**src/rtl/console_line_editor_macros.svh**
```systemverilog
// ----------------------------------------------------------------------------
// Console line editor assertion macros
// Concurrent assertion shorthands, clocked on clk and disabled in reset.
// ----------------------------------------------------------------------------
`ifndef CONSOLE_LINE_EDITOR_MACROS_SVH
`define CONSOLE_LINE_EDITOR_MACROS_SVH

`ifndef ASSERT_OFF

// ante true at an edge implies cons at the same edge
`define CLE_ASSERT_IMP(lbl, ante, cons, msg) \
  lbl: assert property (@(posedge clk) disable iff (!rst_n) (ante) |-> (cons)) \
    else $error(msg);

// ante true at an edge implies cons at the next edge
`define CLE_ASSERT_NXT(lbl, ante, cons, msg) \
  lbl: assert property (@(posedge clk) disable iff (!rst_n) (ante) |=> (cons)) \
    else $error(msg);

`else

`define CLE_ASSERT_IMP(lbl, ante, cons, msg)
`define CLE_ASSERT_NXT(lbl, ante, cons, msg)

`endif

`endif

```
**src/rtl/cle_pkg.sv**
```systemverilog
// ----------------------------------------------------------------------------
// cle_pkg
// Shared types and constants of the console line editor.
// ----------------------------------------------------------------------------
package cle_pkg;

  localparam int LINE_DEPTH_DEF = 64;

  localparam logic [7:0] CH_NUL       = 8'h00;
  localparam logic [7:0] CH_BACKSPACE = 8'h08;
  localparam logic [7:0] CH_NEWLINE   = 8'h0A;
  localparam logic [7:0] CH_KILL      = 8'h15;
  localparam logic [7:0] CH_EOF       = 8'h04;

  typedef struct packed {
    logic [7:0] char_code;
    logic       more_pending;
  } cle_in_t;

  typedef struct packed {
    logic [7:0] data_byte;
    logic       last_of_line;
    logic       empty_line;
  } cle_out_t;

  // controller to datapath
  typedef struct packed {
    logic take;        // input word accepted this cycle
    logic issue_byte;  // load next stored byte into the output register
    logic issue_mark;  // load the end-of-input marker into the output register
  } cle_cmd_t;

  // datapath to controller
  typedef struct packed {
    logic go;          // accepted word sends the line
    logic go_empty;    // and the line is empty
    logic out_free;    // output register can take a word this cycle
    logic last_byte;   // read index is at the final stored byte
  } cle_sts_t;

endpackage

```
**src/rtl/console_line_editor.sv**
```systemverilog
// ----------------------------------------------------------------------------
// console_line_editor
// Canonical line discipline: edits keyboard bytes into lines and streams
// each finished line out one byte per word.
//
//   channel | direction | handshake          | word
//   in_     | input     | in_valid/in_ready   | cle_in_t (char_code, more_pending)
//   out_    | output    | out_valid/out_ready | cle_out_t (data_byte, last, empty)
//   cfg_    | input     | cfg_we              | raw_mode bit
//
// A word that sends a line of n bytes moves the controller to STREAM: the
// line store has one read port, so one byte a cycle leaves it while the
// output register is free; an empty send moves it to MARK for the end-of-input
// marker. in_ready is low while a line streams, and out_ready low stalls the
// stream with the word held. Synchronous active-low reset clears the fill
// count, read index, mode and output valid; the line store needs no clearing.
// ----------------------------------------------------------------------------
module console_line_editor #(
  parameter int LINE_DEPTH = cle_pkg::LINE_DEPTH_DEF
) (
  input  logic              clk,
  input  logic              rst_n,
  input  logic              cfg_we,
  input  logic              cfg_wdata,
  input  logic              in_valid,
  output logic              in_ready,
  input  cle_pkg::cle_in_t  in_data,
  output logic              out_valid,
  input  logic              out_ready,
  output cle_pkg::cle_out_t out_data
);

  import cle_pkg::*;

  cle_cmd_t cmd;
  cle_sts_t sts;

  cle_ctrl u_ctrl (
    .clk      (clk),
    .rst_n    (rst_n),
    .in_valid (in_valid),
    .in_ready (in_ready),
    .sts      (sts),
    .cmd      (cmd)
  );

  cle_datapath #(
    .LINE_DEPTH (LINE_DEPTH)
  ) u_datapath (
    .clk       (clk),
    .rst_n     (rst_n),
    .cfg_we    (cfg_we),
    .cfg_wdata (cfg_wdata),
    .in_data   (in_data),
    .out_ready (out_ready),
    .cmd       (cmd),
    .sts       (sts),
    .out_valid (out_valid),
    .out_data  (out_data)
  );

endmodule

```
**src/rtl/cle_ram.sv**
```systemverilog
// ----------------------------------------------------------------------------
// cle_ram
// Generic single write port, single read port RAM with registered read.
// ----------------------------------------------------------------------------
module cle_ram #(
  parameter int WIDTH = 8,
  parameter int DEPTH = 64
) (
  input  logic                     clk,
  input  logic                     we,
  input  logic [$clog2(DEPTH)-1:0] waddr,
  input  logic [WIDTH-1:0]         wdata,
  input  logic                     re,
  input  logic [$clog2(DEPTH)-1:0] raddr,
  output logic [WIDTH-1:0]         rdata
);

  logic [WIDTH-1:0] mem [DEPTH];
  logic [WIDTH-1:0] rdata_r;

  always_ff @(posedge clk) begin
    if (we) begin
      mem[waddr] <= wdata;
    end
    if (re) begin
      rdata_r <= mem[raddr];
    end
  end

  assign rdata = rdata_r;

endmodule

```
**src/rtl/cle_datapath.sv**
```systemverilog
// ----------------------------------------------------------------------------
// cle_datapath
// Byte decode, fill count, line store and output register of the editor.
// ----------------------------------------------------------------------------
module cle_datapath #(
  parameter int LINE_DEPTH = cle_pkg::LINE_DEPTH_DEF
) (
  input  logic              clk,
  input  logic              rst_n,
  input  logic              cfg_we,
  input  logic              cfg_wdata,
  input  cle_pkg::cle_in_t  in_data,
  input  logic              out_ready,
  input  cle_pkg::cle_cmd_t cmd,
  output cle_pkg::cle_sts_t sts,
  output logic              out_valid,
  output cle_pkg::cle_out_t out_data
);

  import cle_pkg::*;

  localparam int IDX_W = $clog2(LINE_DEPTH);
  localparam int CNT_W = $clog2(LINE_DEPTH + 1);
  localparam logic [CNT_W-1:0] FULL = CNT_W'(LINE_DEPTH);

  logic             raw_mode_r;
  logic [CNT_W-1:0] fill_count_r, fill_count_nxt;
  logic [IDX_W-1:0] rd_idx_r, rd_idx_nxt;
  logic             out_valid_r, out_valid_nxt;
  logic             last_r, last_nxt;
  logic             empty_r, empty_nxt;

  logic             store_en;
  logic             send;
  logic [CNT_W-1:0] fill_after;
  logic [7:0]       rdata;

  // decode one input word against the current fill count
  always_comb begin
    store_en   = 1'b0;
    send       = 1'b0;
    fill_after = fill_count_r;
    if (in_data.char_code == CH_NUL) begin
      send = (fill_count_r != '0) && !in_data.more_pending;
    end else if (raw_mode_r) begin
      store_en = 1'b1;
      send     = !in_data.more_pending;
    end else begin
      unique case (in_data.char_code)
        CH_BACKSPACE: begin
          if (fill_count_r != '0) fill_after = fill_count_r - CNT_W'(1);
        end
        CH_KILL:      fill_after = '0;
        CH_EOF:       send = 1'b1;
        CH_NEWLINE: begin
          store_en = 1'b1;
          send     = 1'b1;
        end
        default:      store_en = 1'b1;
      endcase
    end
    if (store_en && fill_count_r < FULL) begin
      fill_after = fill_count_r + CNT_W'(1);
    end else begin
      store_en = 1'b0;
    end
  end

  assign sts.go        = send || (fill_after == FULL);
  assign sts.go_empty  = (fill_after == '0);
  assign sts.out_free  = !out_valid_r || out_ready;
  assign sts.last_byte = (CNT_W'(rd_idx_r) + CNT_W'(1)) == fill_count_r;

  always_comb begin
    fill_count_nxt = fill_count_r;
    rd_idx_nxt     = rd_idx_r;
    out_valid_nxt  = out_valid_r;
    last_nxt       = last_r;
    empty_nxt      = empty_r;
    if (out_ready) out_valid_nxt = 1'b0;
    if (cmd.take) fill_count_nxt = fill_after;
    if (cmd.issue_byte) begin
      out_valid_nxt = 1'b1;
      last_nxt      = sts.last_byte;
      empty_nxt     = 1'b0;
      if (sts.last_byte) begin
        rd_idx_nxt     = '0;
        fill_count_nxt = '0;
      end else begin
        rd_idx_nxt = rd_idx_r + IDX_W'(1);
      end
    end
    if (cmd.issue_mark) begin
      out_valid_nxt = 1'b1;
      last_nxt      = 1'b1;
      empty_nxt     = 1'b1;
    end
  end

  always_ff @(posedge clk) begin
    if (!rst_n) begin
      raw_mode_r   <= 1'b0;
      fill_count_r <= '0;
      rd_idx_r     <= '0;
      out_valid_r  <= 1'b0;
    end else begin
      if (cfg_we) raw_mode_r <= cfg_wdata;
      fill_count_r <= fill_count_nxt;
      rd_idx_r     <= rd_idx_nxt;
      out_valid_r  <= out_valid_nxt;
    end
  end

  always_ff @(posedge clk) begin
    last_r  <= last_nxt;
    empty_r <= empty_nxt;
  end

  cle_ram #(
    .WIDTH (8),
    .DEPTH (LINE_DEPTH)
  ) u_line_store (
    .clk   (clk),
    .we    (cmd.take && store_en),
    .waddr (fill_count_r[IDX_W-1:0]),
    .wdata (in_data.char_code),
    .re    (cmd.issue_byte),
    .raddr (rd_idx_r),
    .rdata (rdata)
  );

  assign out_valid              = out_valid_r;
  assign out_data.data_byte     = empty_r ? 8'h00 : rdata;
  assign out_data.last_of_line  = last_r;
  assign out_data.empty_line    = empty_r;

`include "console_line_editor_macros.svh"

  `CLE_ASSERT_IMP(a_take_not_full, cmd.take, fill_count_r < FULL, "take with full store")
  `CLE_ASSERT_IMP(a_byte_nonempty, cmd.issue_byte, fill_count_r != '0, "byte from empty store")
  `CLE_ASSERT_IMP(a_mark_empty, cmd.issue_mark, fill_count_r == '0, "marker with stored bytes")

endmodule

```
**src/rtl/cle_ctrl.sv**
```systemverilog
// ----------------------------------------------------------------------------
// cle_ctrl
// Controller: accepts input words and sequences the sending of a line.
// ----------------------------------------------------------------------------
module cle_ctrl (
  input  logic              clk,
  input  logic              rst_n,
  input  logic              in_valid,
  output logic              in_ready,
  input  cle_pkg::cle_sts_t sts,
  output cle_pkg::cle_cmd_t cmd
);

  import cle_pkg::*;

  typedef enum logic [1:0] {
    ST_IDLE,
    ST_STREAM,
    ST_MARK
  } state_t;

  state_t state_r, state_nxt;

  assign in_ready       = (state_r == ST_IDLE);
  assign cmd.take       = in_valid && in_ready;
  assign cmd.issue_byte = (state_r == ST_STREAM) && sts.out_free;
  assign cmd.issue_mark = (state_r == ST_MARK) && sts.out_free;

  always_comb begin
    state_nxt = state_r;
    unique case (state_r)
      ST_IDLE: begin
        if (cmd.take && sts.go) state_nxt = sts.go_empty ? ST_MARK : ST_STREAM;
      end
      ST_STREAM: begin
        if (cmd.issue_byte && sts.last_byte) state_nxt = ST_IDLE;
      end
      ST_MARK: begin
        if (cmd.issue_mark) state_nxt = ST_IDLE;
      end
      default: state_nxt = ST_IDLE;
    endcase
  end

  always_ff @(posedge clk) begin
    if (!rst_n) begin
      state_r <= ST_IDLE;
    end else begin
      state_r <= state_nxt;
    end
  end

`include "console_line_editor_macros.svh"

  `CLE_ASSERT_IMP(a_one_issue, 1'b1, $onehot0({cmd.issue_byte, cmd.issue_mark}), "double issue")
  `CLE_ASSERT_IMP(a_no_take_busy, cmd.take, !cmd.issue_byte && !cmd.issue_mark, "take while busy")
  `CLE_ASSERT_NXT(a_end_ready, cmd.issue_byte && sts.last_byte, in_ready, "not ready after line")

endmodule

```
**config.mk**
```make
export PLATFORM = sky130hd
export DESIGN_NAME = console_line_editor
export DESIGN_NICKNAME = d
export VERILOG_FILES = /design/src/rtl/cle_pkg.sv /design/src/rtl/console_line_editor.sv /design/src/rtl/cle_ram.sv /design/src/rtl/cle_datapath.sv /design/src/rtl/cle_ctrl.sv
export VERILOG_INCLUDE_DIRS = /design/src /design/src/rtl
export SDC_FILE = /design/constraint.sdc
export NUM_CORES = 1
export LEC_CHECK = 0
export ABC_AREA = 1
export ABC_CLOCK_PERIOD_IN_PS = 4120
export BUFFER_PORTS_ARGS = -buffer_cell sky130_fd_sc_hd__buf_4
export CAP_MARGIN = 0
export CORE_UTILIZATION = 60
export DETAILED_ROUTE_END_ITERATION = 7
export PLACE_DENSITY = 0.76
export SYNTH_ARGS = -nofsm -noshare
export SYNTH_HDL_FRONTEND = slang
export SYNTH_HIERARCHICAL = 1
export SYNTH_SLANG_ARGS = --single-unit
```
**constraint.sdc**
```tcl
create_clock -name clk -period 4.12 [get_ports clk]
set_input_delay 0.618 -clock clk [delete_from_list [all_inputs] [get_ports clk]]
set_output_delay 0.618 -clock clk [all_outputs]
set_load 0.02 [all_outputs]
```
==> results of run 1 <==
cell usage after synthesis (4+ instances only):
master	n
nand2_1	727
edfxtp_1	520
nand3_1	467
nor2_1	104
inv_1	50
buf_2	39
buf_6	35
dfxtp_1	19
nand4_1	18
buf_4	16
clkbuf_1	16
a21oi_1	13
inv_2	12
buf_1	11
nor2_2	10
nand2_2	8
nor4_1	8
xor2_1	8
nor3_2	6
o21ai_0	5
ha_1	4
per-layer routing:
metal	global-route usage, %	up-vias	routed length [um]
met4	12.02	0	2014
met5	0	-	0
met1	41.01	7587	22260
li1	-	7451	-
met3	4.697	141	5685
met2	46.58	928	26200
cell families (layout without fill, tap and decap cells):
group / after synthesis / in the layout / share of synthesized area (%)
AOI/OAI and AO/OA: 22 / 22 / 0.4951
xor gates and xnor gates: 8 / 8 / 0.3014
adders and majority gates: 4 / 4 / 0.2153
buffers and inverters: 185 / 281 / 4.752
DFF: 539 / 539 / 68.80
and+or+nand+nor: 1361 / 1361 / 25.43
power by group:
group | switching [mW] | internal, mW
logic | 2.48 | 0.946
clock network | 1.95 | 2.75
registers | 0.169 | 6.19
total | 4.60 | 9.89
per-stage QoR:
| stage | hold slack [ns] | power, mW |
|---|---|---|
| finish | 0.2529 | 14.49 |
| global route | 0.3021 | 15.11 |
| CTS | 0.2386 | 14.47 |
| detailed placement | 0.4795 | 9.815 |
| global placement | 0.4693 | 9.746 |
| floorplan | 0.4430 | 9.001 |
worst max-delay path by stage:
| stage | to | slack [ns] |
|---|---|---|
| 3_3_place_gp | u_datapath/u_line_store/mem[55][6] | 1.02 |
| 6_report | u_ctrl/state_r[1] | 1.29 |
| 5_1_grt | u_ctrl/state_r[1] | 0.88 |
| 4_1_cts | u_ctrl/state_r[1] | 1.20 |
| 2_1_floorplan | u_datapath/u_line_store/mem[48][0] | 1.08 |
| 3_5_place_dp | u_datapath/u_line_store/mem[53][3] | 1.03 |
cells in the final DEF, fill, tap and decap left out, types with 6 or more instances in the layout:
master     synthesis  routed
nor3_2             6       6
nor2_1           104     104
inv_1             50      49
nand4_1           18      18
dfxtp_1           19      16
clkinv_2           0      10
edfxtp_1         520     520
clkinv_1           2       8
clkbuf_1          16      10
nor2_2            10      10
xor2_1             8       8
a21oi_1           13      13
inv_2             12      12
bufinv_16          0       6
nor4_1             8       8
nand2_2            8       8
nand2_1          727     727
clkbuf_16          0      53
nand3_1          467     467
buf_4             16     121
area by class of cell:
class                      count  area share, %
sequential                   539          62.33
multi-input combinational   1395          23.94
clock buffer                  64          5.365
timing repair buffer         123          3.693
tap                          511          2.490
clock inverter                29          1.204
inverter                      65         0.9794
flip-flops by register name (all words and copies together) (netlist names):
name,count
u_datapath/rd_idx_r,6
u_datapath/empty_r,1
u_datapath/u_line_store/mem,512
u_datapath/last_r,1
u_ctrl/state_r,2
u_datapath/raw_mode_r,1
u_datapath/fill_count_r,7
u_datapath/u_line_store/rdata,8
u_datapath/out_valid,1
worst register-to-register path: stages (launching register included):
cell and delay [ns]:
dfxtp_4 0.38, buf_12 0.67, ha_1 0.35, nand2_1 0.10, o21ai_1 0.20, nand2_1 0.08
xor2_1 0.14, nand2_1 0.12, nor2_2 0.05, nand2_2 0.11, inv_1 0.05, o21ai_0 0.21
nand2_1 0.11, nand3_1 0.08, a21oi_1 0.06
==> impl_metrics.json, run 1 <==
{
  "power_density_nw_per_um2": 564.1,
  "die_x_um": 198.8,
  "maxSlewViolCount": 0,
  "synth_edf_count": 520,
  "io_buffers": 26,
  "grt.total_usage_pct": 29.45,
  "whs_endpoint": "u_datapath/raw_mode_r",
  "worstMarginPinSlew_ns": 1.269,
  "finalSetupTns_ns": 0,
  "cts_max_level": 2,
  "min_path_cells": 3,
  "start_kind": "register",
  "cpPeakStageDelay_ns": 0.67,
  "netlist_instances": 2119,
  "synth_cell_type_count": 36,
  "fin_util_pct": 67.69,
  "regArea_um2": 16000,
  "regToRegStartpoint": "u_datapath/rd_idx_r[0]",
  "peakVddDrop_mv": 0.7945,
  "hold_viol_final": 0,
  "ant_nets": 0,
  "status": "finished, violations left",
  "core_um2": 37930,
  "netlist.area_leader.share_pct": 67.17,
  "avgViaCountPerCell": 5.909,
  "place_inst": 2633,
  "cp_max_fo": 261,
  "multi_input_area_um2": 6148,
  "finalInstanceArea_um2": 25680,
  "max_freq_mhz": 353.1,
  "cts_root_buffer": "clkbuf_16",
  "antenna_found_initial": 0,
  "crit_top_cell": "nand2_1",
  "worstReg2RegEnd": "u_ctrl/state_r[1]",
  "grt_pass1_vias": 15310,
  "drive_gt1_share_pct": 11.33,
  "crit_type": "register to register",
  "post-synth-top-area-cell": "edfxtp_1",
  "synth_top_cells_by_area": "edfxtp_1, nand2_1, nand3_1, buf_6, nor2_1",
  "drv_cap": 0,
  "ys_warn_count": 6,
  "pre_cts_slack_ns": 1.027,
  "hp-class": "input port to register",
  "clock_skew_ns": 0.01294,
  "dpl.hpwl_um": 32350,
  "clkSinkCount": 539,
  "static-leakage-power_nw": 9.481,
  "async_flop_share_pct": 0,
  "gp_congestion": 0.9102,
  "wl_per_cell_um": 20.60,
  "crit_family": "buffers and inverters",
  "hold_start": "cfg_wdata",
  "rsz0062_at_grt": "no",
  "path_buf_inv": 2,
  "num_vias": 16110,
  "syn_area_um2": 23250,
  "drt_iter0_markers": 2137,
  "ys_seq_area_share_pct": 68.80,
  "period_needed_ns": 2.832,
  "reg2regPathDepth": 14,
  "clkTransAtPathRegs_ns": 0.06,
  "syn_nets": 2138,
  "avgSynthCellArea_um2": 10.97,
  "grt_overflow": 0,
  "cp-end-kind": "register",
  "grt_start_max_net_pins": 262,
  "dr.pass1.iters": 8,
  "cts_setup_buffers": 0,
  "cp_cell_sequence": "buf_12 > ha_1 > nand2_1 > o21ai_1 > nand2_1 > xor2_1 > nand2_1 > nor2_2 > nand2_2 > inv_1 > o21ai_0 > nand2_1 > nand3_1 > a21oi_1",
  "crit_required_ns": 4.61,
  "ios": 27,
  "fp.dieArea_um2": 39540,
  "nNetsFinal": 2195,
  "synth_seq_cells": 539,
  "worst_slack_ns": 1.288,
  "critical_path_depth": 14,
  "insertion_delay_ns": 0.59,
  "violations": "DRC",
  "std_cell_rows": 71,
  "start_util_pct": 61.29,
  "clock_path_buffers": 3,
  "numCtsBuffers": 52,
  "nFillCells": 2781,
  "instances_no_fill": 2726,
  "cp_slowest_cell": "buf_12",
  "wirelength_um": 56160,
  "placed_area_um2": 23990,
  "n_antenna_cell": 0,
  "slew_headroom_pct": 15.30,
  "finalCritPeriodShare_pct": 68.74,
  "ctsHoldBuffers": 0,
  "startpoint": "u_datapath/rd_idx_r[0]",
  "synthFlopType": "edfxtp_1",
  "grt_pass1_wl_um": 86160,
  "cp.arrival_ns": 3.32,
  "drc": 1,
  "post_cts_resized": 0,
  "fp.dieH_um": 198.8,
  "areaGrowthSynthToFinish_pct": 10.45,
  "setup_viol": 0,
  "r2r_setup_slack_ns": 1.29,
  "cts_tree": "built"
}
(Power assumes the default switching activity.)
==> inputs of run 2 (changes only) <==
- ABC_CLOCK_PERIOD_IN_PS: 4120 -> 2480
- CORE_UTILIZATION: 60 -> 57
- clock period: 4.12 -> 2.48 ns (I/O delays scaled with it)
==> impl_metrics.json, run 2 (synthesis results as in run 1) <==
{
  "start_kind": "register",
  "worstMarginPinSlew_ns": 1.103,
  "whs_endpoint": "u_datapath/raw_mode_r",
  "core_um2": 40010,
  "cpPeakStageDelay_ns": 0.35,
  "dr.pass1.iters": 5,
  "clkSinkCount": 539,
  "grt_start_max_net_pins": 130,
  "cp_cell_sequence": "nor2_4 > inv_2 > nor2_1 > inv_4 > nor2_1 > buf_4 > nand4_1 > buf_4 > nor2_1 > buf_4",
  "crit_family": "simple AND/OR/NAND/NOR gates",
  "hold_start": "cfg_wdata",
  "grt.total_usage_pct": 29.00,
  "regMostFlops": "u_datapath/u_line_store/mem",
  "cp_slowest_cell": "dfxtp_2",
  "setup_viol": 0,
  "min_path_cells": 3,
  "std_cell_rows": 73,
  "static-leakage-power_nw": 9.689,
  "drive_gt1_share_pct": 13.45,
  "final_common_cell": "nand2_1",
  "drc": 0,
  "nNetsFinal": 2228,
  "cp_max_fo": 8,
  "ant_nets": 0,
  "post_cts_resized": 0,
  "regArea_um2": 16010,
  "cp.arrival_ns": 2.59,
  "antenna_found_initial": 0,
  "hold_ws_ns": 0.03331,
  "ios": 27,
  "period_needed_ns": 2.291,
  "multi_input_area_um2": 6322,
  "num_vias": 16400,
  "crit_type": "register to register",
  "hp-class": "input port to register",
  "power_density_nw_per_um2": 922.1,
  "wirelength_um": 59030,
  "io_buffers": 26,
  "peakVddDrop_mv": 0.7999,
  "gp_congestion": 0.9250,
  "wl_per_cell_um": 21.26,
  "worstReg2RegEnd": "u_datapath/u_line_store/mem[44][2]",
  "grt_pass1_vias": 15840,
  "cts_root_buffer": "clkbuf_16",
  "finalCritPeriodShare_pct": 92.36,
  "drt_iter0_markers": 2029,
  "crit_required_ns": 2.78,
  "grt_pass1_wl_um": 90220,
  "rsz0062_at_grt": "no",
  "dpl.hpwl_um": 36930,
  "max_freq_mhz": 436.6,
  "cts_max_level": 2,
  "avgViaCountPerCell": 5.906,
  "r2r_setup_slack_ns": 0.19,
  "insertion_delay_ns": 0.60,
  "mostFrequentLayoutCells": "nand2_1, edfxtp_1, nand3_1",
  "nFillCells": 2963,
  "maxSlewViolCount": 0,
  "fp.dieH_um": 204.0,
  "path_buf_inv": 5,
  "slew_headroom_pct": 26.37,
  "start_util_pct": 58.11,
  "fp.dieArea_um2": 41600,
  "grt_overflow": 0,
  "reg2regPathDepth": 10,
  "cp-end-kind": "register",
  "clock_skew_ns": 0.02042,
  "hold_viol_final": 0,
  "numCtsBuffers": 53,
  "cts_tree": "built",
  "regToRegStartpoint": "u_ctrl/state_r[1]",
  "clkTransAtPathRegs_ns": 0.06,
  "clock_path_buffers": 3,
  "drv_cap": 0,
  "n_antenna_cell": 0,
  "areaGrowthSynthToFinish_pct": 12.64,
  "ctsHoldBuffers": 0,
  "status": "complete, no violations",
  "cts_setup_buffers": 0,
  "fin_util_pct": 65.46,
  "largest_reg_flops": 512,
  "die_x_um": 204.0
}
run 2: worst max path at each step:
stage / from / end / cells past startpoint
2_1_floorplan: u_ctrl/state_r[1] / u_datapath/u_line_store/mem[48][0] / 9
3_3_place_gp: in_data[8] / u_datapath/u_line_store/mem[44][2] / 14
3_5_place_dp: in_data[8] / u_datapath/u_line_store/mem[44][6] / 14
4_1_cts: u_ctrl/state_r[1] / u_datapath/u_line_store/mem[44][2] / 10
5_1_grt: u_datapath/fill_count_r[1] / u_ctrl/state_r[1] / 18
6_report: u_ctrl/state_r[1] / u_datapath/u_line_store/mem[44][2] / 10
run 2: per-stage QoR:
stage	worst slack [ns]	power, mW	TNS, ns	area, um^2	cells
2_1_floorplan	-0.2103	15.05	-12.17	23460	2119
3_3_place_gp	-0.08069	16.50	-8.729	24550	2679
3_5_place_dp	-0.1232	16.62	-30.36	24550	2679
4_1_cts	0.1634	24.16	0	26190	2777
5_1_grt	0.03735	25.20	0	26190	2777
6_report	0.1895	24.15	0	26190	2777
run 2: metal layers:
| layer | part of all wire, % | vias to the layer above | GRT usage (%) | routed length, um |
|---|---|---|---|---|
| met5 | 0 | - | 0 | 0 |
| met4 | 4.4 | 0 | 13.43 | 2579 |
| met3 | 11 | 181 | 4.592 | 6202 |
| met2 | 46 | 963 | 45.48 | 27290 |
| met1 | 39 | 7740 | 40.09 | 22970 |
| li1 | - | 7517 | - | - |
run 2: final cells by class:
| type | count | area share, % |
|---|---|---|
| well taps | 525 | 2.508 |
| inverters | 65 | 1.066 |
| repair buffers | 155 | 4.921 |
| clock buffers | 64 | 5.222 |
| flip-flops and latches | 539 | 61.12 |
| clock inverters | 34 | 1.018 |
| multi-input cells | 1395 | 24.14 |
run 2: worst min-delay path, delay by kind of cell:
kind	cells	cell delay, ns
buffers and inverters	1	0.08
AND/OR/NAND/NOR	1	0.07
AO/OA/AOI/OAI	1	0.06
run 2: where the power goes:
group | switching, mW | leakage [nW] | internal (mW)
Combinational | 4.36 | 4.07 | 1.74
Sequential | 0.173 | 4.84 | 10.3
Clock | 3.33 | 0.784 | 4.25
Total | 7.86 | 9.69 | 16.3
